===== config.mk =====
export PLATFORM = sky130hd
export DESIGN_NAME = onewire_rom_search_flat
export DESIGN_NICKNAME = d
export VERILOG_FILES = /design/src/hw/rtl/owrs_pkg.sv /design/src/hw/rtl/owrs_if.sv /design/src/hw/rtl/owrs_core.sv /design/src/hw/rtl/owrs_rsp_fifo.sv /design/src/hw/rtl/onewire_rom_search.sv /design/src/flat_wrapper.sv
export SDC_FILE = /design/constraint.sdc
export NUM_CORES = 1
export LEC_CHECK = 0
export BUFFER_PORTS_ARGS = -buffer_cell sky130_fd_sc_hd__buf_2
export CAP_MARGIN = 15
export CELL_PAD_IN_SITES_DETAIL_PLACEMENT = 1
export CELL_PAD_IN_SITES_GLOBAL_PLACEMENT = 1
export CORE_MARGIN = 2
export CORE_UTILIZATION = 40
export CTS_BUF_LIST = sky130_fd_sc_hd__clkbuf_16
export DETAILED_ROUTE_END_ITERATION = 6
export PLACE_DENSITY = 0.7
export REMOVE_ABC_BUFFERS = 1
export SKIP_CTS_REPAIR_TIMING = 1
export SLEW_MARGIN = 15
export SYNTH_ARGS = -nofsm -noshare
export SYNTH_HDL_FRONTEND = slang
export SYNTH_SLANG_ARGS = --single-unit
export TNS_END_PERCENT = 100

===== constraint.sdc =====
create_clock -name clock -period 5.18 [get_ports clock]
set_input_delay 0.518 -clock clock [delete_from_list [all_inputs] [get_ports clock]]
set_output_delay 0.518 -clock clock [all_outputs]
set_load 0.05 [all_outputs]

===== src/hw/rtl/owrs_pkg.sv =====
// ----------------------------------------------------------------------------
// owrs_pkg
// Shared types and constants of the 1-Wire search ROM engine.
// ----------------------------------------------------------------------------
package owrs_pkg;

   // rom code and search geometry
   localparam int ROM_W        = 64;
   localparam int ROM_BITS     = 64;
   localparam int ROM_IDX_W    = $clog2(ROM_W);
   localparam int POS_W        = 7;
   localparam int FAM_W        = 4;
   localparam int FAMILY_LIMIT = 9;
   localparam int CMD_W        = 8;
   localparam int ACT_W        = 2;
   localparam int KIND_W       = 2;

   // result buffer geometry
   localparam int RSP_DEPTH = 4;
   localparam int RSP_PTR_W = $clog2(RSP_DEPTH);
   localparam int RSP_CNT_W = $clog2(RSP_DEPTH + 1);

   // request action codes
   typedef enum logic [ACT_W-1:0] {
      ACT_START = 2'd0,
      ACT_BIT   = 2'd1,
      ACT_RESET = 2'd2
   } action_type;

   // result kind codes
   typedef enum logic [KIND_W-1:0] {
      KIND_CMD   = 2'd0,
      KIND_DIR   = 2'd1,
      KIND_FOUND = 2'd2,
      KIND_NONE  = 2'd3
   } kind_type;

   // request beat
   typedef struct packed {
      logic [ACT_W-1:0] action;
      logic             presence;
      logic [CMD_W-1:0] search_command;
      logic             id_bit;
      logic             complement_bit;
   } req_type;

   // result beat
   typedef struct packed {
      logic [KIND_W-1:0] kind;
      logic [CMD_W-1:0]  bus_value;
      logic [ROM_W-1:0]  rom_code;
      logic [POS_W-1:0]  discrepancy;
      logic [FAM_W-1:0]  family_discrepancy;
      logic              last;
   } rsp_type;

   // up to two results pushed per processed request
   typedef struct packed {
      logic    push0;
      logic    push1;
      rsp_type res0;
      rsp_type res1;
   } push_type;

endpackage


===== src/hw/rtl/owrs_if.sv =====
// ----------------------------------------------------------------------------
// owrs_if
// Valid/ready channels for search requests and search results.
// ----------------------------------------------------------------------------
interface owrs_req_if;
   import owrs_pkg::*;

   logic             valid;
   logic             ready;
   logic [ACT_W-1:0] action;
   logic             presence;
   logic [CMD_W-1:0] search_command;
   logic             id_bit;
   logic             complement_bit;

   modport source (
      output valid, action, presence, search_command, id_bit, complement_bit,
      input  ready
   );
   modport sink (
      input  valid, action, presence, search_command, id_bit, complement_bit,
      output ready
   );
endinterface

interface owrs_rsp_if;
   import owrs_pkg::*;

   logic              valid;
   logic              ready;
   logic [KIND_W-1:0] kind;
   logic [CMD_W-1:0]  bus_value;
   logic [ROM_W-1:0]  rom_code;
   logic [POS_W-1:0]  discrepancy;
   logic [FAM_W-1:0]  family_discrepancy;
   logic              last;

   modport source (
      output valid, kind, bus_value, rom_code, discrepancy, family_discrepancy, last,
      input  ready
   );
   modport sink (
      input  valid, kind, bus_value, rom_code, discrepancy, family_discrepancy, last,
      output ready
   );
endinterface


===== src/hw/rtl/owrs_core.sv =====
// ----------------------------------------------------------------------------
// owrs_core
// Request register, search state and the one-pass search step.
// ----------------------------------------------------------------------------
module owrs_core
   import owrs_pkg::*;
(
   input  logic     clock,
   input  logic     reset,
   input  logic     req_valid,
   input  req_type  req_beat,
   output logic     req_ready,
   input  logic     room,
   output push_type push
);

   // request register
   logic    in_valid_ff, in_valid_in;
   req_type in_ff, in_in;
   logic    step_en;

   // search state
   logic [ROM_W-1:0] rom_ff, rom_in;
   logic [POS_W-1:0] last_disc_ff, last_disc_in;
   logic             last_dev_ff, last_dev_in;
   logic [FAM_W-1:0] fam_ff, fam_in;
   logic [POS_W-1:0] pos_ff, pos_in;
   logic [POS_W-1:0] turn_pos_ff, turn_pos_in;
   logic             searching_ff, searching_in;

   // step helpers
   logic [POS_W-1:0]     pos_m1;
   logic [ROM_IDX_W-1:0] bit_idx;
   logic                 dir;
   logic                 a_bit, b_bit;

   function automatic rsp_type make_rsp(kind_type k, logic [CMD_W-1:0] v,
                                        logic [ROM_W-1:0] rom, logic [POS_W-1:0] disc,
                                        logic [FAM_W-1:0] fam, logic fin);
      rsp_type r;
      r.kind               = k;
      r.bus_value          = v;
      r.rom_code           = rom;
      r.discrepancy        = disc;
      r.family_discrepancy = fam;
      r.last               = fin;
      return r;
   endfunction

   // request handshake: hold one beat, release it when results fit
   assign step_en   = in_valid_ff && room;
   assign req_ready = !in_valid_ff || room;

   always_comb begin
      in_in       = in_ff;
      in_valid_in = in_valid_ff;
      if (step_en) begin
         in_valid_in = 1'b0;
      end
      if (req_valid && req_ready) begin
         in_in       = req_beat;
         in_valid_in = 1'b1;
      end
   end

   // bit position and selected rom bit
   assign pos_m1  = pos_ff - POS_W'(1);
   assign bit_idx = pos_m1[ROM_IDX_W-1:0];
   assign a_bit   = in_ff.id_bit;
   assign b_bit   = in_ff.complement_bit;

   // search step
   always_comb begin
      rom_in       = rom_ff;
      last_disc_in = last_disc_ff;
      last_dev_in  = last_dev_ff;
      fam_in       = fam_ff;
      pos_in       = pos_ff;
      turn_pos_in  = turn_pos_ff;
      searching_in = searching_ff;
      dir          = 1'b0;
      push         = '0;
      if (step_en) begin
         case (action_type'(in_ff.action))
            ACT_START: begin
               pos_in       = POS_W'(1);
               turn_pos_in  = '0;
               if (last_dev_ff || !in_ff.presence) begin
                  searching_in = 1'b0;
                  last_disc_in = '0;
                  last_dev_in  = 1'b0;
                  fam_in       = '0;
                  push.push0   = 1'b1;
                  push.res0    = make_rsp(KIND_NONE, '0, rom_ff, '0, '0, 1'b1);
               end else begin
                  searching_in = 1'b1;
                  push.push0   = 1'b1;
                  push.res0    = make_rsp(KIND_CMD, in_ff.search_command, rom_ff,
                                          last_disc_ff, fam_ff, 1'b1);
               end
            end
            ACT_RESET: begin
               last_disc_in = '0;
               last_dev_in  = 1'b0;
               fam_in       = '0;
               searching_in = 1'b0;
               pos_in       = POS_W'(1);
               turn_pos_in  = '0;
            end
            ACT_BIT: begin
               if (searching_ff) begin
                  if (a_bit && b_bit) begin
                     // no device answered this bit
                     searching_in = 1'b0;
                     last_disc_in = '0;
                     last_dev_in  = 1'b0;
                     fam_in       = '0;
                     push.push0   = 1'b1;
                     push.res0    = make_rsp(KIND_NONE, '0, rom_ff, '0, '0, 1'b1);
                  end else begin
                     if (a_bit != b_bit) begin
                        dir = a_bit;
                     end else begin
                        // discrepancy: pick the branch from the previous pass
                        if (pos_ff < last_disc_ff) begin
                           dir = rom_ff[bit_idx];
                        end else begin
                           dir = (pos_ff == last_disc_ff);
                        end
                        if (!dir) begin
                           turn_pos_in = pos_ff;
                           if (pos_ff < POS_W'(FAMILY_LIMIT)) begin
                              fam_in = pos_ff[FAM_W-1:0];
                           end
                        end
                     end
                     rom_in[bit_idx] = dir;
                     pos_in          = pos_ff + POS_W'(1);
                     push.push0      = 1'b1;
                     if (pos_ff != POS_W'(ROM_BITS)) begin
                        push.res0 = make_rsp(KIND_DIR, CMD_W'(dir), rom_in, last_disc_ff,
                                             fam_in, 1'b1);
                     end else begin
                        // final bit: direction, then the search outcome
                        push.res0    = make_rsp(KIND_DIR, CMD_W'(dir), rom_in, last_disc_ff,
                                                fam_in, 1'b0);
                        push.push1   = 1'b1;
                        searching_in = 1'b0;
                        if (rom_in[7:0] == 8'd0) begin
                           last_disc_in = '0;
                           last_dev_in  = 1'b0;
                           fam_in       = '0;
                           push.res1    = make_rsp(KIND_NONE, '0, rom_in, '0, '0, 1'b1);
                        end else begin
                           last_disc_in = turn_pos_in;
                           last_dev_in  = (turn_pos_in == '0);
                           push.res1    = make_rsp(KIND_FOUND, '0, rom_in, turn_pos_in,
                                                   fam_in, 1'b1);
                        end
                     end
                  end
               end
            end
            default: begin
            end
         endcase
      end
   end

   // payload register
   always_ff @(posedge clock) begin
      in_ff <= in_in;
   end

   // control and state registers
   always_ff @(posedge clock) begin
      if (reset) begin
         in_valid_ff  <= 1'b0;
         rom_ff       <= '0;
         last_disc_ff <= '0;
         last_dev_ff  <= 1'b0;
         fam_ff       <= '0;
         pos_ff       <= POS_W'(1);
         turn_pos_ff  <= '0;
         searching_ff <= 1'b0;
      end else begin
         in_valid_ff  <= in_valid_in;
         rom_ff       <= rom_in;
         last_disc_ff <= last_disc_in;
         last_dev_ff  <= last_dev_in;
         fam_ff       <= fam_in;
         pos_ff       <= pos_in;
         turn_pos_ff  <= turn_pos_in;
         searching_ff <= searching_in;
      end
   end

`ifndef SYNTHESIS
   // bit position stays within the search
   a_pos_range: assert property (@(posedge clock) disable iff (reset)
      (pos_ff != '0) && (pos_ff <= POS_W'(ROM_BITS + 1)))
      else $error("bit position out of range");

   // a running search never sits past the last bit
   a_search_pos: assert property (@(posedge clock) disable iff (reset)
      searching_ff |-> (pos_ff <= POS_W'(ROM_BITS)))
      else $error("search running past last bit");

   // results only come from a held request
   a_push_src: assert property (@(posedge clock) disable iff (reset)
      push.push0 |-> in_valid_ff)
      else $error("result without request");
`endif

endmodule


===== src/hw/rtl/owrs_rsp_fifo.sv =====
// ----------------------------------------------------------------------------
// owrs_rsp_fifo
// Small result queue taking up to two beats a cycle, giving one.
// ----------------------------------------------------------------------------
module owrs_rsp_fifo
   import owrs_pkg::*;
(
   input  logic     clock,
   input  logic     reset,
   input  push_type push,
   output logic     room,
   output logic     out_valid,
   input  logic     out_ready,
   output rsp_type  out_beat
);

   rsp_type              mem_ff [RSP_DEPTH];
   logic [RSP_PTR_W-1:0] wr_ptr_ff, wr_ptr_in;
   logic [RSP_PTR_W-1:0] rd_ptr_ff, rd_ptr_in;
   logic [RSP_CNT_W-1:0] count_ff, count_in;
   logic [RSP_PTR_W-1:0] wr_ptr_p1;
   logic                 pop;

   // status
   assign room      = count_ff <= RSP_CNT_W'(RSP_DEPTH - 2);
   assign out_valid = count_ff != '0;
   assign out_beat  = mem_ff[rd_ptr_ff];
   assign pop       = out_valid && out_ready;
   assign wr_ptr_p1 = wr_ptr_ff + RSP_PTR_W'(1);

   // pointer and fill count update
   always_comb begin
      wr_ptr_in = wr_ptr_ff;
      rd_ptr_in = rd_ptr_ff;
      count_in  = count_ff;
      if (push.push0) begin
         wr_ptr_in = wr_ptr_p1;
         count_in  = count_in + RSP_CNT_W'(1);
      end
      if (push.push1) begin
         wr_ptr_in = wr_ptr_ff + RSP_PTR_W'(2);
         count_in  = count_in + RSP_CNT_W'(1);
      end
      if (pop) begin
         rd_ptr_in = rd_ptr_ff + RSP_PTR_W'(1);
         count_in  = count_in - RSP_CNT_W'(1);
      end
   end

   // entry storage
   always_ff @(posedge clock) begin
      if (push.push0) begin
         mem_ff[wr_ptr_ff] <= push.res0;
      end
      if (push.push1) begin
         mem_ff[wr_ptr_p1] <= push.res1;
      end
   end

   always_ff @(posedge clock) begin
      if (reset) begin
         wr_ptr_ff <= '0;
         rd_ptr_ff <= '0;
         count_ff  <= '0;
      end else begin
         wr_ptr_ff <= wr_ptr_in;
         rd_ptr_ff <= rd_ptr_in;
         count_ff  <= count_in;
      end
   end

`ifndef SYNTHESIS
   // never overfilled
   a_no_overflow: assert property (@(posedge clock) disable iff (reset)
      count_ff <= RSP_CNT_W'(RSP_DEPTH))
      else $error("result queue overflow");

   // second beat only together with the first
   a_push_pair: assert property (@(posedge clock) disable iff (reset)
      push.push1 |-> push.push0)
      else $error("second result without first");

   // pushes only when room was reported
   a_push_room: assert property (@(posedge clock) disable iff (reset)
      push.push0 |-> room)
      else $error("result pushed without room");
`endif

endmodule


===== src/hw/rtl/onewire_rom_search.sv =====
// ----------------------------------------------------------------------------
// onewire_rom_search
// 1-Wire search ROM engine, one bus event per request beat.
// ----------------------------------------------------------------------------
// Usage: req_chan carries one bus event per beat (start with presence and
// command byte, a read bit pair, or a search reset). rsp_chan returns what
// to drive next: the command byte, a direction bit, device found or no
// device, together with the current rom code and discrepancy state.
// A start or bit pair gives one result beat; the last bit of the code gives
// two (direction, then outcome). A reset beat, a bit pair while idle and
// unused action codes give none.
// Path: an accepted request beat is held in the request register; once the
// result queue has room its results are written into that queue and are
// shown on rsp_chan from there.
// Throughput: one request beat per cycle, set by the single-pass search step
// and the four-entry result queue, which must have two free entries.
// Reset: search state cleared, bit position back to one, queue empty.
// Stall: when rsp_chan.ready is low results collect in the queue; once fewer
// than two entries are free the request register keeps its beat and
// req_chan.ready drops until beats drain.
// ----------------------------------------------------------------------------
module onewire_rom_search
   import owrs_pkg::*;
(
   input  logic         clock,
   input  logic         reset,
   owrs_req_if.sink     req_chan,
   owrs_rsp_if.source   rsp_chan
);

   req_type  req_beat;
   rsp_type  rsp_beat;
   push_type push;
   logic     room;
   logic     req_ready;
   logic     rsp_valid;

   // request beat from the channel
   assign req_beat.action         = req_chan.action;
   assign req_beat.presence       = req_chan.presence;
   assign req_beat.search_command = req_chan.search_command;
   assign req_beat.id_bit         = req_chan.id_bit;
   assign req_beat.complement_bit = req_chan.complement_bit;
   assign req_chan.ready          = req_ready;

   owrs_core u_core (
      .clock     (clock),
      .reset     (reset),
      .req_valid (req_chan.valid),
      .req_beat  (req_beat),
      .req_ready (req_ready),
      .room      (room),
      .push      (push)
   );

   owrs_rsp_fifo u_rsp_fifo (
      .clock     (clock),
      .reset     (reset),
      .push      (push),
      .room      (room),
      .out_valid (rsp_valid),
      .out_ready (rsp_chan.ready),
      .out_beat  (rsp_beat)
   );

   // result beat to the channel
   assign rsp_chan.valid              = rsp_valid;
   assign rsp_chan.kind               = rsp_beat.kind;
   assign rsp_chan.bus_value          = rsp_beat.bus_value;
   assign rsp_chan.rom_code           = rsp_beat.rom_code;
   assign rsp_chan.discrepancy        = rsp_beat.discrepancy;
   assign rsp_chan.family_discrepancy = rsp_beat.family_discrepancy;
   assign rsp_chan.last               = rsp_beat.last;

endmodule

===== src/flat_wrapper.sv =====
// flat-port wrapper written by rule: the top's interface ports become plain ports
module onewire_rom_search_flat import owrs_pkg::*;
  (clock, reset, req_chan_valid, req_chan_action, req_chan_presence, req_chan_search_command, req_chan_id_bit, req_chan_complement_bit, req_chan_ready, rsp_chan_valid, rsp_chan_kind, rsp_chan_bus_value, rsp_chan_rom_code, rsp_chan_discrepancy, rsp_chan_family_discrepancy, rsp_chan_last, rsp_chan_ready);
  owrs_req_if req_chan_i ();
  owrs_rsp_if rsp_chan_i ();
  input  logic clock;
  input  logic reset;
  input wire logic [$bits(req_chan_i.valid)-1:0] req_chan_valid;
  input wire logic [$bits(req_chan_i.action)-1:0] req_chan_action;
  input wire logic [$bits(req_chan_i.presence)-1:0] req_chan_presence;
  input wire logic [$bits(req_chan_i.search_command)-1:0] req_chan_search_command;
  input wire logic [$bits(req_chan_i.id_bit)-1:0] req_chan_id_bit;
  input wire logic [$bits(req_chan_i.complement_bit)-1:0] req_chan_complement_bit;
  output wire logic [$bits(req_chan_i.ready)-1:0] req_chan_ready;
  output wire logic [$bits(rsp_chan_i.valid)-1:0] rsp_chan_valid;
  output wire logic [$bits(rsp_chan_i.kind)-1:0] rsp_chan_kind;
  output wire logic [$bits(rsp_chan_i.bus_value)-1:0] rsp_chan_bus_value;
  output wire logic [$bits(rsp_chan_i.rom_code)-1:0] rsp_chan_rom_code;
  output wire logic [$bits(rsp_chan_i.discrepancy)-1:0] rsp_chan_discrepancy;
  output wire logic [$bits(rsp_chan_i.family_discrepancy)-1:0] rsp_chan_family_discrepancy;
  output wire logic [$bits(rsp_chan_i.last)-1:0] rsp_chan_last;
  input wire logic [$bits(rsp_chan_i.ready)-1:0] rsp_chan_ready;
  assign req_chan_i.valid = req_chan_valid;
  assign req_chan_i.action = req_chan_action;
  assign req_chan_i.presence = req_chan_presence;
  assign req_chan_i.search_command = req_chan_search_command;
  assign req_chan_i.id_bit = req_chan_id_bit;
  assign req_chan_i.complement_bit = req_chan_complement_bit;
  assign req_chan_ready = req_chan_i.ready;
  assign rsp_chan_valid = rsp_chan_i.valid;
  assign rsp_chan_kind = rsp_chan_i.kind;
  assign rsp_chan_bus_value = rsp_chan_i.bus_value;
  assign rsp_chan_rom_code = rsp_chan_i.rom_code;
  assign rsp_chan_discrepancy = rsp_chan_i.discrepancy;
  assign rsp_chan_family_discrepancy = rsp_chan_i.family_discrepancy;
  assign rsp_chan_last = rsp_chan_i.last;
  assign rsp_chan_i.ready = rsp_chan_ready;
  onewire_rom_search u_core (.clock(clock), .reset(reset), .req_chan(req_chan_i), .rsp_chan(rsp_chan_i));
endmodule

==> metrics.log <==
INFO  metric outcome = finished, final reports clean
INFO  metric leakagePower = 8.56 nW
INFO  metric dieHeight = 252 µm
INFO  metric post_drt_via_cell_ratio = 6.55
INFO  metric number_of_enable_type_register_cells_in_the_synthesized_netlist = 325
INFO  metric critical_path_arrival = 5100 ps
INFO  metric register_area = 12400 µm²
INFO  metric die_w = 252 µm
INFO  metric min_period = 4750 ps
INFO  metric ctsLongestPathBuffers = 3
INFO  metric setup-violations-final = 0
INFO  metric finish.net_count = 2455
INFO  metric synthDistinctLibCells = 75
INFO  metric timing_worst_slew_pin_value = 1110 ps
INFO  metric final-hold-violation-count = 0
INFO  metric finalCritPeriodShare = 91.7%
INFO  metric antenna_cells = 0
INFO  metric grt_start_max_net_pins = 79
INFO  metric clock_tree.htree_level_count = 2
INFO  metric netlist.area_leader.share = 39.7%
INFO  metric synth-main-ff-cell = sky130_fd_sc_hd__edfxtp_1
INFO  metric intPower = 0.00648 W
INFO  metric ctsRootBufferMaster = sky130_fd_sc_hd__clkbuf_16
INFO  metric timing.critical_path.to_type = flip-flop
INFO  metric p_per_area = 342 nW/µm²
INFO  metric wire_per_inst = 28.3 µm
INFO  metric power.share.switching = 31.4%
INFO  metric min-delay-start = req_chan_id_bit
INFO  metric final.setup_skew = 22.0 ps
INFO  metric synth_area_leader_cell = sky130_fd_sc_hd__edfxtp_1
INFO  metric core_region_area = 60600 µm²
INFO  metric final_layout_size_suffix_gt1_share = 15.5%
INFO  metric top_level_i_o_count = 105
INFO  metric power.sequential.fraction = 43.1%
INFO  metric critPathLaunchType = flip-flop
INFO  metric worst_setup_path_startpoint = u_core.u_core.pos_ff[1]$_SDFFE_PP0P_
INFO  metric clock_insertion_delay_worst_skew = 620 ps
INFO  metric worstHoldPathType = in2reg
INFO  metric clock.fmax = 210 MHz
INFO  metric r2r_start = u_core.u_core.pos_ff[1]$_SDFFE_PP0P_
INFO  metric rows = 90
INFO  metric detailroute.via_count = 21200
INFO  metric cts_num_sinks = 458
INFO  metric globalRoute.totalOverflow = 0
INFO  metric switching_power = 0.00296 W
INFO  metric slew_headroom = 25.7%
INFO  metric grt_pass1_vias = 22200
INFO  metric grt_first_pass_wirelength = 138000 µm
INFO  metric final_antenna_net_count = 0
INFO  metric final_core_util = 45.6%
INFO  metric post_synth_instance_area = 24600 µm²
INFO  metric final_critical_path_setup_slack = 429 ps
INFO  metric critical_path.max_fanout = 34
INFO  metric maximum_vdd_ir_drop = 0.371 mV
INFO  metric n_fill_cell = 6711
INFO  metric iter_0_drt_violations = 1912
INFO  metric comb_power_share = 20.0%
INFO  metric register_area_share_after_synthesis = 50.5%
INFO  metric synth-seq-cells = 458
INFO  metric timing.max_cap.violations = 0
INFO  metric cts-buffers-inserted = 52
INFO  metric dp_hpwl = 54900 µm
INFO  metric synth-async-reset-ratio = 0%
INFO  metric firstDrtPassIters = 5
INFO  metric synth.top_cells.by_area = sky130_fd_sc_hd__edfxtp_1, sky130_fd_sc_hd__dfxtp_1, sky130_fd_sc_hd__mux4_2, sky130_fd_sc_hd__nor2_1, sky130_fd_sc_hd__o22ai_1
INFO  metric synthToLayoutAreaGrowth = 12.3%
INFO  metric number_of_antenna_violations_at_the_first_check_in_global_routing = 0
INFO  metric path_class = reg2reg
INFO  metric timing_max_transition_violations_final = 0
INFO  metric placement.io_buffers = 104
INFO  metric placement.setup.worst_slack = 531 ps
INFO  metric synthesis.area_per_instance = 10.3 µm²
INFO  metric globalplace.congestion = 0.912
INFO  metric grt_setup_unrepaired = no
INFO  metric floorplan.die_area = 63400 µm²
INFO  metric wl = 91600 µm
INFO  metric worstPathRequired = 5530 ps
INFO  metric global_route.usage.total = 28.5%
INFO  metric floorplan.initialDensity = 40.6%
INFO  metric post_synth_inst_count = 2382
INFO  metric clockPowerShare = 36.9%
INFO  metric drc = 0
INFO  metric cts.reportedPaths.clkPinSlew = 70 ps
INFO  metric yosysWarningCount = 0
INFO  metric cts_tree = yes
INFO  metric multiInputGateArea = 11400 µm²
==> power groups by stage <==
stage                     clock network (W)  logic, W  registers [W]
after floorplan                           0   0.00131        0.00419
after global placement                    0   0.00186        0.00414
after detailed placement                  0   0.00189        0.00415
after CTS                           0.00353   0.00189        0.00407
after global routing                0.00367   0.00198        0.00408
final                               0.00348   0.00188        0.00407
==> worst paths after layout <==
path	depth (start not counted)	slack [ps]	endpoint
setup / recovery	13	430	u_core.u_rsp_fifo.mem_ff[3][32]$_DFFE_PP_
hold / removal	1	80	u_core.u_core.a_bit$_DFFE_PP_
setup reg to reg	13	430	u_core.u_rsp_fifo.mem_ff[3][32]$_DFFE_PP_
hold reg to reg	2	450	u_core.u_rsp_fifo.mem_ff[2][80]$_SDFFE_PP0P_
==> placed cells by master, fill, tap and decap left out, types with 15 or more instances in the layout <==
cell type	count
sky130_fd_sc_hd__buf_2	104
sky130_fd_sc_hd__ha_1	25
sky130_fd_sc_hd__o211ai_1	15
sky130_fd_sc_hd__nand3_1	29
sky130_fd_sc_hd__mux2i_1	26
sky130_fd_sc_hd__inv_1	40
sky130_fd_sc_hd__o21ai_0	152
sky130_fd_sc_hd__a221o_1	73
sky130_fd_sc_hd__a21oi_1	168
sky130_fd_sc_hd__and2_1	51
sky130_fd_sc_hd__a311oi_1	22
sky130_fd_sc_hd__buf_4	47
sky130_fd_sc_hd__dfxtp_1	130
sky130_fd_sc_hd__a211oi_1	43
sky130_fd_sc_hd__a211o_1	45
sky130_fd_sc_hd__edfxtp_1	325
sky130_fd_sc_hd__nand2_1	207
sky130_fd_sc_hd__o22ai_1	160
sky130_fd_sc_hd__a31oi_1	49
sky130_fd_sc_hd__clkbuf_16	53
sky130_fd_sc_hd__mux4_2	86
sky130_fd_sc_hd__nor2_1	389
==> stage by stage <==
step / cell area [µm²] / TNS, ps / instances / hold slack, ps / power, W
floorplan: 23800 / -688930 / 2196 / 420 / 0.00550
global placement: 26000 / 0 / 3140 / 429 / 0.00600
detailed placement: 26000 / 0 / 3140 / 443 / 0.00603
CTS: 27600 / 0 / 3238 / 55.8 / 0.00949
global route: 27600 / 0 / 3239 / 56.4 / 0.00973
finish: 27600 / 0 / 3239 / 83.1 / 0.00944
==> routing by layer <==
layer / vias to the layer above / global-route usage (%) / part of all wire, %
met5: - / 0 / 0
met4: 0 / 9.92 / 3.2
met3: 185 / 3.99 / 6.3
met1: 10900 / 36.9 / 41
li1: 9238 / - / -
met2: 895 / 48.9 / 49
==> synth_stat cells, drive strengths merged, types with 4 or more instances <==
cell and number:
nor2 394, edfxtp 325, nand2 208, a21oi 180
o22ai 160, o21ai 154, dfxtp 133, clkbuf 130
mux4 86, a221o 73, and2 56, buf 56
a31oi 50, a211oi 46, a211o 45, nand3 33
mux2i 26, ha 25, a311oi 22, inv 22
nor3 16, o211ai 15, xnor2 13, nor2b 10
o221ai 9, nand2b 7, and3 6, a21boi 5
a21o 5, nor4 5, or3 5, xor2 5
a22o 4, a22oi 4, a31o 4, a32oi 4
mux2 4, nand4 4, nor3b 4, or2 4
==> cell type report <==
| class | count | area share, % |
|---|---|---|
| Tap cell | 782 | 3.54 |
| Clock buffer | 53 | 4.80 |
| Multi-Input combinational cell | 1715 | 41.3 |
| Clock inverter | 45 | 0.884 |
| Timing Repair Buffer | 163 | 4.06 |
| Sequential cell | 458 | 45.0 |
| Inverter | 23 | 0.331 |
==> state kept, by name, indices dropped and copies added, names as in the netlist, named ones only <==
signal,count
u_core.u_core.turn_pos_ff,7
u_core.u_rsp_fifo.count_ff,3
u_core.u_core.last_disc_ff,7
u_core.u_core.last_dev_ff,1
u_core.u_rsp_fifo.wr_ptr_ff,2
u_core.u_core.b_bit,1
u_core.u_core.searching_ff,1
u_core.u_core.in_ff,11
u_core.u_core.rom_ff,64
u_core.u_core.in_valid_ff,1
u_core.u_core.fam_ff,4
u_core.u_rsp_fifo.mem_ff,344
u_core.u_core.pos_ff,7
u_core.u_rsp_fifo.rd_ptr_ff,2
u_core.u_core.a_bit,1
==> worst max-delay path, stage by stage (launching register included) <==
cell	delay (ps)
sky130_fd_sc_hd__dfxtp_1	620
sky130_fd_sc_hd__inv_1	160
sky130_fd_sc_hd__ha_1	310
sky130_fd_sc_hd__buf_4	200
sky130_fd_sc_hd__mux2_2	360
sky130_fd_sc_hd__a221o_1	300
sky130_fd_sc_hd__a221oi_1	310
sky130_fd_sc_hd__a211o_1	200
sky130_fd_sc_hd__a21oi_2	100
sky130_fd_sc_hd__o21ai_4	460
sky130_fd_sc_hd__and2_4	400
sky130_fd_sc_hd__buf_4	460
sky130_fd_sc_hd__a21oi_1	220
sky130_fd_sc_hd__a221o_1	360
==> kinds of logic after synthesis <==
family,count (synthesis),share of synthesized area [%]
DFF,458,50.5
AOI/OAI and AO/OA,798,21.6
and+or+nand+nor,758,13.3
muxes,116,9.12
xor gates and xnor gates,18,0.748
buffers and inverters,209,3.49
adders and majority gates,25,1.27
Note: power is estimated with default switching activity, not from simulation.
